==> src/rtl/core/fmbq_pkg.sv <==
// shared types, codes and constants of the front middle back queue
`default_nettype none

package fmbq_pkg;

   localparam int FMBQ_CAPACITY = 1024;
   localparam int DATA_W        = 32;

   localparam logic signed [DATA_W-1:0] NEG_ONE = -32'sd1;

   typedef enum logic [2:0] {
      MODE_PUSH_FRONT  = 3'd0,
      MODE_PUSH_MIDDLE = 3'd1,
      MODE_PUSH_BACK   = 3'd2,
      MODE_POP_FRONT   = 3'd3,
      MODE_POP_MIDDLE  = 3'd4,
      MODE_POP_BACK    = 3'd5
   } mode_type;

   typedef enum logic [1:0] {
      STAT_OK    = 2'd0,
      STAT_EMPTY = 2'd1,
      STAT_FULL  = 2'd2
   } status_type;

   typedef enum logic [2:0] {
      HOP_NONE,
      HOP_PUSH_HEAD,
      HOP_PUSH_TAIL,
      HOP_POP_HEAD,
      HOP_POP_TAIL
   } half_op_type;

   typedef enum logic [1:0] {
      RSEL_ZERO,
      RSEL_NEG1,
      RSEL_FRONT,
      RSEL_BACK
   } rsel_type;

   typedef enum logic {
      WSRC_REQ,
      WSRC_XFER
   } wsrc_type;

   typedef enum logic [1:0] {
      ST_IDLE,
      ST_OP,
      ST_RSP,
      ST_BAL_WR
   } ctrl_state_type;

   typedef struct packed {
      logic        load;
      half_op_type front_op;
      half_op_type back_op;
      wsrc_type    wsrc;
      rsel_type    rsel;
   } dp_cmd_type;

   typedef struct packed {
      logic empty;
      logic full;
      logic front_empty;
      logic back_more;
      logic need_f_to_b;
      logic need_b_to_f;
   } dp_stat_type;

endpackage

`default_nettype wire

==> src/rtl/core/fmbq_ctrl.sv <==
// controller: sequences each word through operation, result and rebalance
`default_nettype none

module fmbq_ctrl
   import fmbq_pkg::*;
(
   input  wire logic        clock,
   input  wire logic        reset,
   input  wire logic        start,
   input  wire logic [2:0]  req_mode,
   input  wire dp_stat_type stat,
   output logic             busy,
   output dp_cmd_type       cmd,
   output logic             rsp_valid,
   output logic [1:0]       rsp_status
);

   ctrl_state_type state_ff, state_in;
   logic [2:0]     mode_ff, mode_in;
   status_type     status_ff, status_in;
   rsel_type       rsel_ff, rsel_in;
   logic           dir_ff, dir_in;

   // next state
   always_comb begin
      state_in = state_ff;
      unique case (state_ff)
         ST_IDLE: begin
            if (start) begin
               state_in = ST_OP;
            end
         end
         ST_OP: begin
            state_in = ST_RSP;
         end
         ST_RSP: begin
            if (stat.need_f_to_b || stat.need_b_to_f) begin
               state_in = ST_BAL_WR;
            end else begin
               state_in = ST_IDLE;
            end
         end
         ST_BAL_WR: begin
            state_in = ST_IDLE;
         end
         default: begin
            state_in = ST_IDLE;
         end
      endcase
   end

   // outputs
   always_comb begin
      cmd.load     = 1'b0;
      cmd.front_op = HOP_NONE;
      cmd.back_op  = HOP_NONE;
      cmd.wsrc     = WSRC_REQ;
      cmd.rsel     = rsel_ff;
      mode_in      = mode_ff;
      status_in    = status_ff;
      rsel_in      = rsel_ff;
      dir_in       = dir_ff;
      unique case (state_ff)
         ST_IDLE: begin
            if (start) begin
               cmd.load = 1'b1;
               mode_in  = req_mode;
            end
         end
         ST_OP: begin
            status_in = STAT_OK;
            rsel_in   = RSEL_ZERO;
            unique case (mode_type'(mode_ff))
               MODE_PUSH_FRONT, MODE_PUSH_MIDDLE, MODE_PUSH_BACK: begin
                  if (stat.full) begin
                     status_in = STAT_FULL;
                  end else if (mode_type'(mode_ff) == MODE_PUSH_FRONT) begin
                     cmd.front_op = HOP_PUSH_HEAD;
                  end else if (mode_type'(mode_ff) == MODE_PUSH_MIDDLE) begin
                     cmd.back_op = HOP_PUSH_HEAD;
                  end else begin
                     cmd.back_op = HOP_PUSH_TAIL;
                  end
               end
               MODE_POP_FRONT: begin
                  if (stat.empty) begin
                     status_in = STAT_EMPTY;
                     rsel_in   = RSEL_NEG1;
                  end else if (stat.front_empty) begin
                     cmd.back_op = HOP_POP_HEAD;
                     rsel_in     = RSEL_BACK;
                  end else begin
                     cmd.front_op = HOP_POP_HEAD;
                     rsel_in      = RSEL_FRONT;
                  end
               end
               MODE_POP_MIDDLE: begin
                  if (stat.empty) begin
                     status_in = STAT_EMPTY;
                     rsel_in   = RSEL_NEG1;
                  end else if (stat.back_more) begin
                     cmd.back_op = HOP_POP_HEAD;
                     rsel_in     = RSEL_BACK;
                  end else begin
                     cmd.front_op = HOP_POP_TAIL;
                     rsel_in      = RSEL_FRONT;
                  end
               end
               MODE_POP_BACK: begin
                  if (stat.empty) begin
                     status_in = STAT_EMPTY;
                     rsel_in   = RSEL_NEG1;
                  end else begin
                     cmd.back_op = HOP_POP_TAIL;
                     rsel_in     = RSEL_BACK;
                  end
               end
               default: begin
               end
            endcase
         end
         ST_RSP: begin
            // move one word across the split to keep the halves even
            if (stat.need_f_to_b) begin
               cmd.front_op = HOP_POP_TAIL;
               dir_in       = 1'b1;
            end else if (stat.need_b_to_f) begin
               cmd.back_op = HOP_POP_HEAD;
               dir_in      = 1'b0;
            end
         end
         ST_BAL_WR: begin
            cmd.wsrc = WSRC_XFER;
            if (dir_ff) begin
               cmd.back_op = HOP_PUSH_HEAD;
            end else begin
               cmd.front_op = HOP_PUSH_TAIL;
            end
         end
         default: begin
         end
      endcase
   end

   always_ff @(posedge clock) begin
      if (reset) begin
         state_ff  <= ST_IDLE;
         mode_ff   <= '0;
         status_ff <= STAT_OK;
         rsel_ff   <= RSEL_ZERO;
         dir_ff    <= 1'b0;
      end else begin
         state_ff  <= state_in;
         mode_ff   <= mode_in;
         status_ff <= status_in;
         rsel_ff   <= rsel_in;
         dir_ff    <= dir_in;
      end
   end

   assign busy       = (state_ff != ST_IDLE);
   assign rsp_valid  = (state_ff == ST_RSP);
   assign rsp_status = status_ff;

endmodule

`default_nettype wire

==> config.mk <==
export PLATFORM = sky130hd
export DESIGN_NAME = fmbq_ctrl
export DESIGN_NICKNAME = d
export VERILOG_FILES = /design/src/rtl/core/fmbq_pkg.sv /design/src/rtl/core/fmbq_ctrl.sv
export SDC_FILE = /design/constraint.sdc
export NUM_CORES = 1
export LEC_CHECK = 0
export BUFFER_PORTS_ARGS = -buffer_cell sky130_fd_sc_hd__buf_4
export CORE_MARGIN = 1
export CORE_UTILIZATION = 47
export DETAILED_ROUTE_END_ITERATION = 7
export GPL_ROUTABILITY_DRIVEN = 0
export GPL_TIMING_DRIVEN = 1
export HOLD_SLACK_MARGIN = 0.03
export PLACE_DENSITY = 0.87
export RECOVER_POWER = 25
export SLEW_MARGIN = 30
export SYNTH_ARGS = -nofsm -noshare
export SYNTH_HDL_FRONTEND = slang
export SYNTH_SLANG_ARGS = --single-unit
==> constraint.sdc <==
create_clock -name clock -period 1.4 [get_ports clock]
set_input_delay 0.21 -clock clock [delete_from_list [all_inputs] [get_ports clock]]
set_output_delay 0.21 -clock clock [all_outputs]
set_load 0.05 [all_outputs]
==> results of run 1 <==
per-stage QoR:
| step | instance area, um^2 | hold WS [ns] | instances |
|---|---|---|---|
| 2_1_floorplan | 726 | 0.279 | 79 |
| 3_3_place_gp | 1000 | 0.446 | 129 |
| 3_5_place_dp | 1000 | 0.456 | 129 |
| 4_1_cts | 1250 | 0.175 | 141 |
timing repair:
action / in CTS
gates cloned: 1
hold buffers: 0
setup endpoints to repair: 8
resized for setup: 33
setup buffers: 7
pin swaps: 7
endpoints found under the hold margin: 0
logic make-up after synthesis:
| kind of cell | count (synthesis) |
|---|---|
| and+or+nand+nor | 38 |
| DFF | 10 |
| muxes | 3 |
| AOI/OAI and AO/OA | 21 |
| buffers and inverters | 7 |
==> impl_metrics.py, run 1 <==
metrics = {
    "run_status": {
        "status": "stopped before the end",
        "failed_stage": "5_1_grt",
        "error_line": "[ERROR DPL-0038] Utilization greater than 100%, impossible to legalize",
    },
    "cts": {
        "clockBufferDepth": 2,
        "cts.sinks": 10,
        "htreeDepth": 1,
        "root_buffer": "clkbuf_4",
        "cts_buffers": 3,
    },
    "synthesis": {
        "syn_area_um2": 684,
        "synth_fa_ha_area_frac": 0,
        "synth-simple-area-share": 0.347,
        "synth_edf_count": 0,
        "synth_nets": 91,
        "ys_top_cells_by_area": "dfxtp_1, nor2_1, mux2i_1",
        "synth_common_cells": "dfxtp_1, nor2_1, nand2_1",
        "synthCells": 79,
        "synth_top_cell_by_area": "dfxtp_1",
        "synth_top_family_by_area": "simple AND/OR/NAND/NOR gates",
        "synth_ff_type": "dfxtp_1",
        "synth_top_area_frac": 0.293,
        "seq_area_frac_synth": 0.293,
        "async_reset_ff_frac": 0,
        "muxShareOfSynthArea": 0.0439,
        "synth_xor_area_frac": 0,
        "synth.distinct_cells": 41,
        "yosysMostFrequentCell": "dfxtp_1",
        "syn-mean-instance-area_um2": 8.66,
        "yosys_warnings": 0,
        "synth_seq_cells": 10,
        "synth_compound_area_frac": 0.243,
    },
    "floorplanning": {
        "die_w_um": 40.2,
        "rows": 13,
        "die_y_um": 40.2,
        "io_pins": 26,
        "initial_utilization": 0.513,
    },
    "placement": {
        "dp_worst_setup_slack_ns": -0.0424,
        "port_buffers": 25,
        "dp_hpwl_um": 1440,
    },
    "sta": {
        "endpoint_type": "primary output",
        "crit_endpoint": "cmd[3]",
    },
    "global_routing": {
        "grt_max_degree": 12,
    },
}
==> run 2, diff against run 1 <==
- CORE_AREA: not set -> 2 2 63 65
- CORE_MARGIN: 1 -> not set
- CORE_UTILIZATION: 47 -> not set
- DIE_AREA: not set -> 0 0 65 67
- HOLD_SLACK_MARGIN: 0.03 -> not set
- PLACE_DENSITY: 0.87 -> not set
- PLACE_DENSITY_LB_ADDON: not set -> 0.15
==> impl_metrics.py, run 2 <==
metrics = {
    "cells_and_area": {
        "fin_util": 0.367,
        "top_register": "mode_ff",
        "layout-drive-gt1-share": 0.664,
        "instances_no_fill": 176,
        "final_common_cell": "buf_4",
        "fin_nets": 142,
        "n_antenna_cell": 0,
        "largest_reg_flops": 3,
        "syn2layout_area_growth_pct": 93.4,
        "design_area_um2": 1320,
        "fillers": 366,
        "final_cell_mix": "buf_4, buf_6, nor2_1",
    },
    "sta": {
        "tns_ns": -1.00,
        "slew-limit-headroom": 0.801,
        "fin_hold_ws_ns": 0.212,
        "period_minus_slack_ns": 1.62,
        "worst_slew_pin_slew_ns": 0.298,
        "drv_slew": 0,
        "clock.fmax_mhz": 616,
        "setup_violations": 7,
        "skew_ns": 0.00268,
        "worst_slack_ns": -0.222,
        "hold_viol_final": 0,
        "rsz0062_at_grt": "yes",
        "layout_worst_path_cycle_share": 1.16,
    },
    "synthesis": {
        "seq_area_frac_synth": 0.293,
        "synth.distinct_cells": 41,
        "yosys_warnings": 0,
        "synthCells": 79,
        "synth_top_area_frac": 0.293,
        "yosysMostFrequentCell": "dfxtp_1",
        "synth_top_cell_by_area": "dfxtp_1",
        "synth_seq_cells": 10,
        "synth_common_cells": "dfxtp_1, nor2_1, nand2_1",
        "ys_top_cells_by_area": "dfxtp_1, nor2_1, mux2i_1",
        "async_reset_ff_frac": 0,
        "synth_ff_type": "dfxtp_1",
        "synth_nets": 91,
        "syn-mean-instance-area_um2": 8.66,
        "syn_area_um2": 684,
        "synth_edf_count": 0,
    },
    "floorplanning": {
        "die_y_um": 67,
        "core-area_um2": 3610,
        "die_area_um2": 4360,
        "rows": 22,
        "initial_utilization": 0.190,
        "die_w_um": 65,
        "io_pins": 26,
    },
    "critical_path": {
        "path_class": "reg2out",
        "cp_data_required_time_ns": 1.19,
        "crit_fanout": 5,
        "regToRegStartpoint": "state_ff[1]$_SDFFE_PP0P_",
        "end_kind": "output port",
        "reg2reg_slack_ns": 0.05,
        "reg2reg_depth": 6,
        "arrival_ns": 1.41,
        "crit_start": "mode_ff[1]$_SDFFE_PP0P_",
        "r2r-end": "mode_ff[1]$_SDFFE_PP0P_",
        "start_kind": "flip-flop",
        "worstSetupEndpoint": "cmd[3]",
    },
    "drt": {
        "drc_errors": 0,
        "drt_iter0_drc": 18,
        "firstDrtPassIters": 3,
        "avgViaCountPerCell": 4.34,
        "finalWirelength_um": 2130,
        "vias": 764,
        "drt.antenna.violating_nets": 0,
        "wl_per_cell_um": 12.1,
    },
    "global_routing": {
        "grt_pass1_vias": 795,
        "track_usage": 0.110,
        "antenna_found_initial": 0,
        "grt_max_degree": 12,
        "grt_pass1_wl_um": 3620,
        "overflow": 0,
    },
    "cts": {
        "insertion_delay_ns": 0.23,
        "cts_buffers": 3,
        "clockBufferDepth": 2,
        "htreeDepth": 1,
        "root_buffer": "clkbuf_8",
        "cts.sinks": 10,
        "cts_tree": "done",
        "hold_buffers": 0,
        "path_clk_slew_ns": 0.04,
    },
    "placement": {
        "dp_hpwl_um": 1640,
        "dp_worst_setup_slack_ns": -0.0549,
        "place_area_um2": 1070,
        "port_buffers": 25,
        "place_inst": 166,
    },
    "pwr": {
        "power_density_nw_per_um2": 779,
        "power_mw": 1.03,
        "vdd_ir_drop_max_v": 0.000491,
        "p_leak_nw": 0.546,
    },
    "min_path": {
        "hp-start": "req_mode[0]",
        "hold_class": "in2reg",
    },
    "run_status": {
        "status": "finished, violations left",
        "violations": "negative setup slack",
    },
    "run": {
        "cap_violations": 0,
    },
}
-- run 2: cell counts after synthesis --
No cell type changed its count.
-- run 2: cells by family after synthesis --
logic type / after synthesis / share of synthesized area
mux: 3 / 0.0439
simple gates: 38 / 0.347
buf+inv: 7 / 0.0731
flops: 10 / 0.293
compound gates: 21 / 0.243
-- run 2: layout make-up --
| type | instances | area (um^2) | area share |
|---|---|---|---|
| repair buffers | 52 | 447 | 0.337 |
| inverters | 1 | 3.75 | 0.00284 |
| clock buffers | 3 | 41.3 | 0.0312 |
| multi-input cells | 62 | 556 | 0.420 |
| flip-flops and latches | 10 | 216 | 0.164 |
| well taps | 48 | 60.1 | 0.0454 |
-- run 2: critical path, cell delays in order (launching register included) --
cell and delay [ns]:
dfxtp_4 0.35, buf_6 0.12, nor4b_4 0.30, a21oi_2 0.10
o21ai_4 0.13, buf_6 0.17
-- run 2: how the worst min path moves through the flow --
| stage | end | cells past startpoint | slack [ns] |
|---|---|---|---|
| after global routing | mode_ff[2]$_SDFFE_PP0P_ | 3 | 0.22 |
| after detailed placement | mode_ff[2]$_SDFFE_PP0P_ | 3 | 0.45 |
| final | mode_ff[0]$_SDFFE_PP0P_ | 3 | 0.21 |
| after floorplan | state_ff[0]$_SDFFE_PP0P_ | 1 | 0.28 |
| after global placement | mode_ff[0]$_SDFFE_PP0P_ | 3 | 0.45 |
| after CTS | mode_ff[2]$_SDFFE_PP0P_ | 3 | 0.21 |
-- run 2: where the power goes --
| group | leakage (nW) | switching, mW | total, mW | internal (mW) |
|---|---|---|---|---|
| Clock | 0.0216 | 0.108 | 0.296 | 0.188 |
| Combinational | 0.439 | 0.214 | 0.418 | 0.204 |
| Sequential | 0.0847 | 0.0173 | 0.318 | 0.300 |
-- run 2: per-layer routing --
metal	wire, um	track usage
met2	1090	0.196
met1	908	0.127
met3	103	0.0270
met5	0	0
met4	27	0.0399
-- run 2: timing repair --
action / 4_1_cts / 5_1_grt
pin swaps: 10 / 8
buffers inserted: 2 / 5
endpoints found under the setup margin: 7 / 13
resized for setup: 28 / 14
Power figures use the tool's default switching activity.
==> run 3, diff against run 2 <==
- MAX_ROUTING_LAYER: not set -> met4
==> impl_metrics.py, run 3 (synthesis results as in run 2) <==
metrics = {
    "sta": {
        "layout_worst_path_cycle_share": 1.16,
        "period_minus_slack_ns": 1.63,
        "tns_ns": -1.02,
        "rsz0062_at_grt": "yes",
        "hold_viol_final": 0,
        "setup_violations": 7,
        "clock.fmax_mhz": 615,
        "worst_slew_pin_slew_ns": 0.298,
        "slew-limit-headroom": 0.801,
        "drv_slew": 0,
        "fin_hold_ws_ns": 0.212,
        "skew_ns": 0.00532,
        "worst_slack_ns": -0.226,
    },
    "global_routing": {
        "grt_pass1_wl_um": 3620,
        "grt_max_degree": 12,
        "use_met2": 0.196,
        "met1_usage": 0.126,
        "overflow": 0,
        "grt.busiest_layer": "met2",
        "track_usage": 0.112,
        "antenna_found_initial": 0,
        "grt_pass1_vias": 795,
        "met3_usage": 0.0270,
    },
    "critical_path": {
        "reg2reg_depth": 6,
        "r2r-end": "mode_ff[1]$_SDFFE_PP0P_",
        "end_kind": "output port",
        "reg2reg_slack_ns": 0.05,
        "start_kind": "flip-flop",
        "cp_data_required_time_ns": 1.19,
        "path_class": "reg2out",
        "arrival_ns": 1.42,
        "regToRegStartpoint": "state_ff[1]$_SDFFE_PP0P_",
        "crit_fanout": 5,
    },
    "floorplanning": {
        "die_w_um": 65,
        "io_pins": 26,
        "rows": 22,
        "die_area_um2": 4360,
        "die_y_um": 67,
        "initial_utilization": 0.190,
        "core-area_um2": 3610,
    },
    "cts": {
        "htreeDepth": 1,
        "insertion_delay_ns": 0.24,
        "cts.sinks": 10,
        "root_buffer": "clkbuf_8",
        "path_clk_slew_ns": 0.04,
        "clockBufferDepth": 2,
        "cts_buffers": 3,
        "hold_buffers": 0,
        "cts_tree": "done",
    },
    "drt": {
        "wl_per_cell_um": 12.2,
        "vias": 784,
        "avgViaCountPerCell": 4.45,
        "firstDrtPassIters": 4,
        "drc_errors": 0,
        "finalWirelength_um": 2150,
        "drt.antenna.violating_nets": 0,
        "drt_iter0_drc": 11,
    },
    "pwr": {
        "power_density_nw_per_um2": 783,
        "vdd_ir_drop_max_v": 0.000492,
        "power_mw": 1.04,
        "p_leak_nw": 0.546,
    },
    "cells_and_area": {
        "fin_util": 0.367,
        "n_antenna_cell": 0,
        "layout-drive-gt1-share": 0.664,
        "instances_no_fill": 176,
        "final_cell_mix": "buf_4, buf_6, nor2_1",
        "fin_nets": 142,
        "top_register": "mode_ff",
        "largest_reg_flops": 3,
        "design_area_um2": 1320,
        "syn2layout_area_growth_pct": 93.4,
        "final_common_cell": "buf_4",
    },
    "placement": {
        "dp_hpwl_um": 1640,
        "dp_worst_setup_slack_ns": -0.0549,
        "place_area_um2": 1070,
        "port_buffers": 25,
        "place_inst": 166,
    },
    "run_status": {
        "status": "finished, violations left",
        "violations": "negative setup slack",
    },
    "min_path": {
        "hp-start": "req_mode[0]",
        "hold_class": "in2reg",
        "hold_end": "mode_ff[0]$_SDFFE_PP0P_",
        "hold_depth": 3,
    },
    "run": {
        "cap_violations": 0,
    },
}
-- run 3: what timing repair did --
item / 4_1_cts / 5_1_grt
pin swaps: 10 / 8
resized for setup: 28 / 14
setup endpoints to repair: 7 / 13
buffers inserted: 2 / 5
-- run 3: cell type report --
class | count | area [um^2]
Clock buffer | 3 | 41.3
Inverter | 1 | 3.75
Fill cell | 369 | 2280
Multi-Input combinational cell | 62 | 556
Timing Repair Buffer | 52 | 447
Tap cell | 48 | 60.1
Sequential cell | 10 | 216
-- run 3: worst max-delay path by stage --
stage                                        start     end  slack (ns)
after floorplan           state_ff[0]$_SDFFE_PP0P_  cmd[4]       -0.25
after CTS                  mode_ff[1]$_SDFFE_PP0P_  cmd[3]       -0.21
after detailed placement   mode_ff[1]$_SDFFE_PP0P_  cmd[3]       -0.05
final                      mode_ff[1]$_SDFFE_PP0P_  cmd[3]       -0.23
after global routing       mode_ff[1]$_SDFFE_PP0P_  cmd[6]       -0.29
after global placement     mode_ff[1]$_SDFFE_PP0P_  cmd[3]       -0.03
-- run 3: report_power, final --
part	switching, mW	internal, mW	leakage (nW)	total (mW)
clock network	0.112	0.188	0.0216	0.301
logic	0.214	0.204	0.439	0.418
registers	0.0174	0.300	0.0847	0.317
-- run 3: worst max-delay path: stages, from the launching register on --
cell,delay [ns]
dfxtp_4,0.35
buf_6,0.12
nor4b_4,0.31
a21oi_2,0.10
o21ai_4,0.13
buf_6,0.17
-- run 3: layer usage --
layer  share of wire  vias to the layer above
li1                -                      393
met3           0.051                        4
met1            0.44                      370
met5               0                        -
met4           0.012                        0
met2            0.49                       17
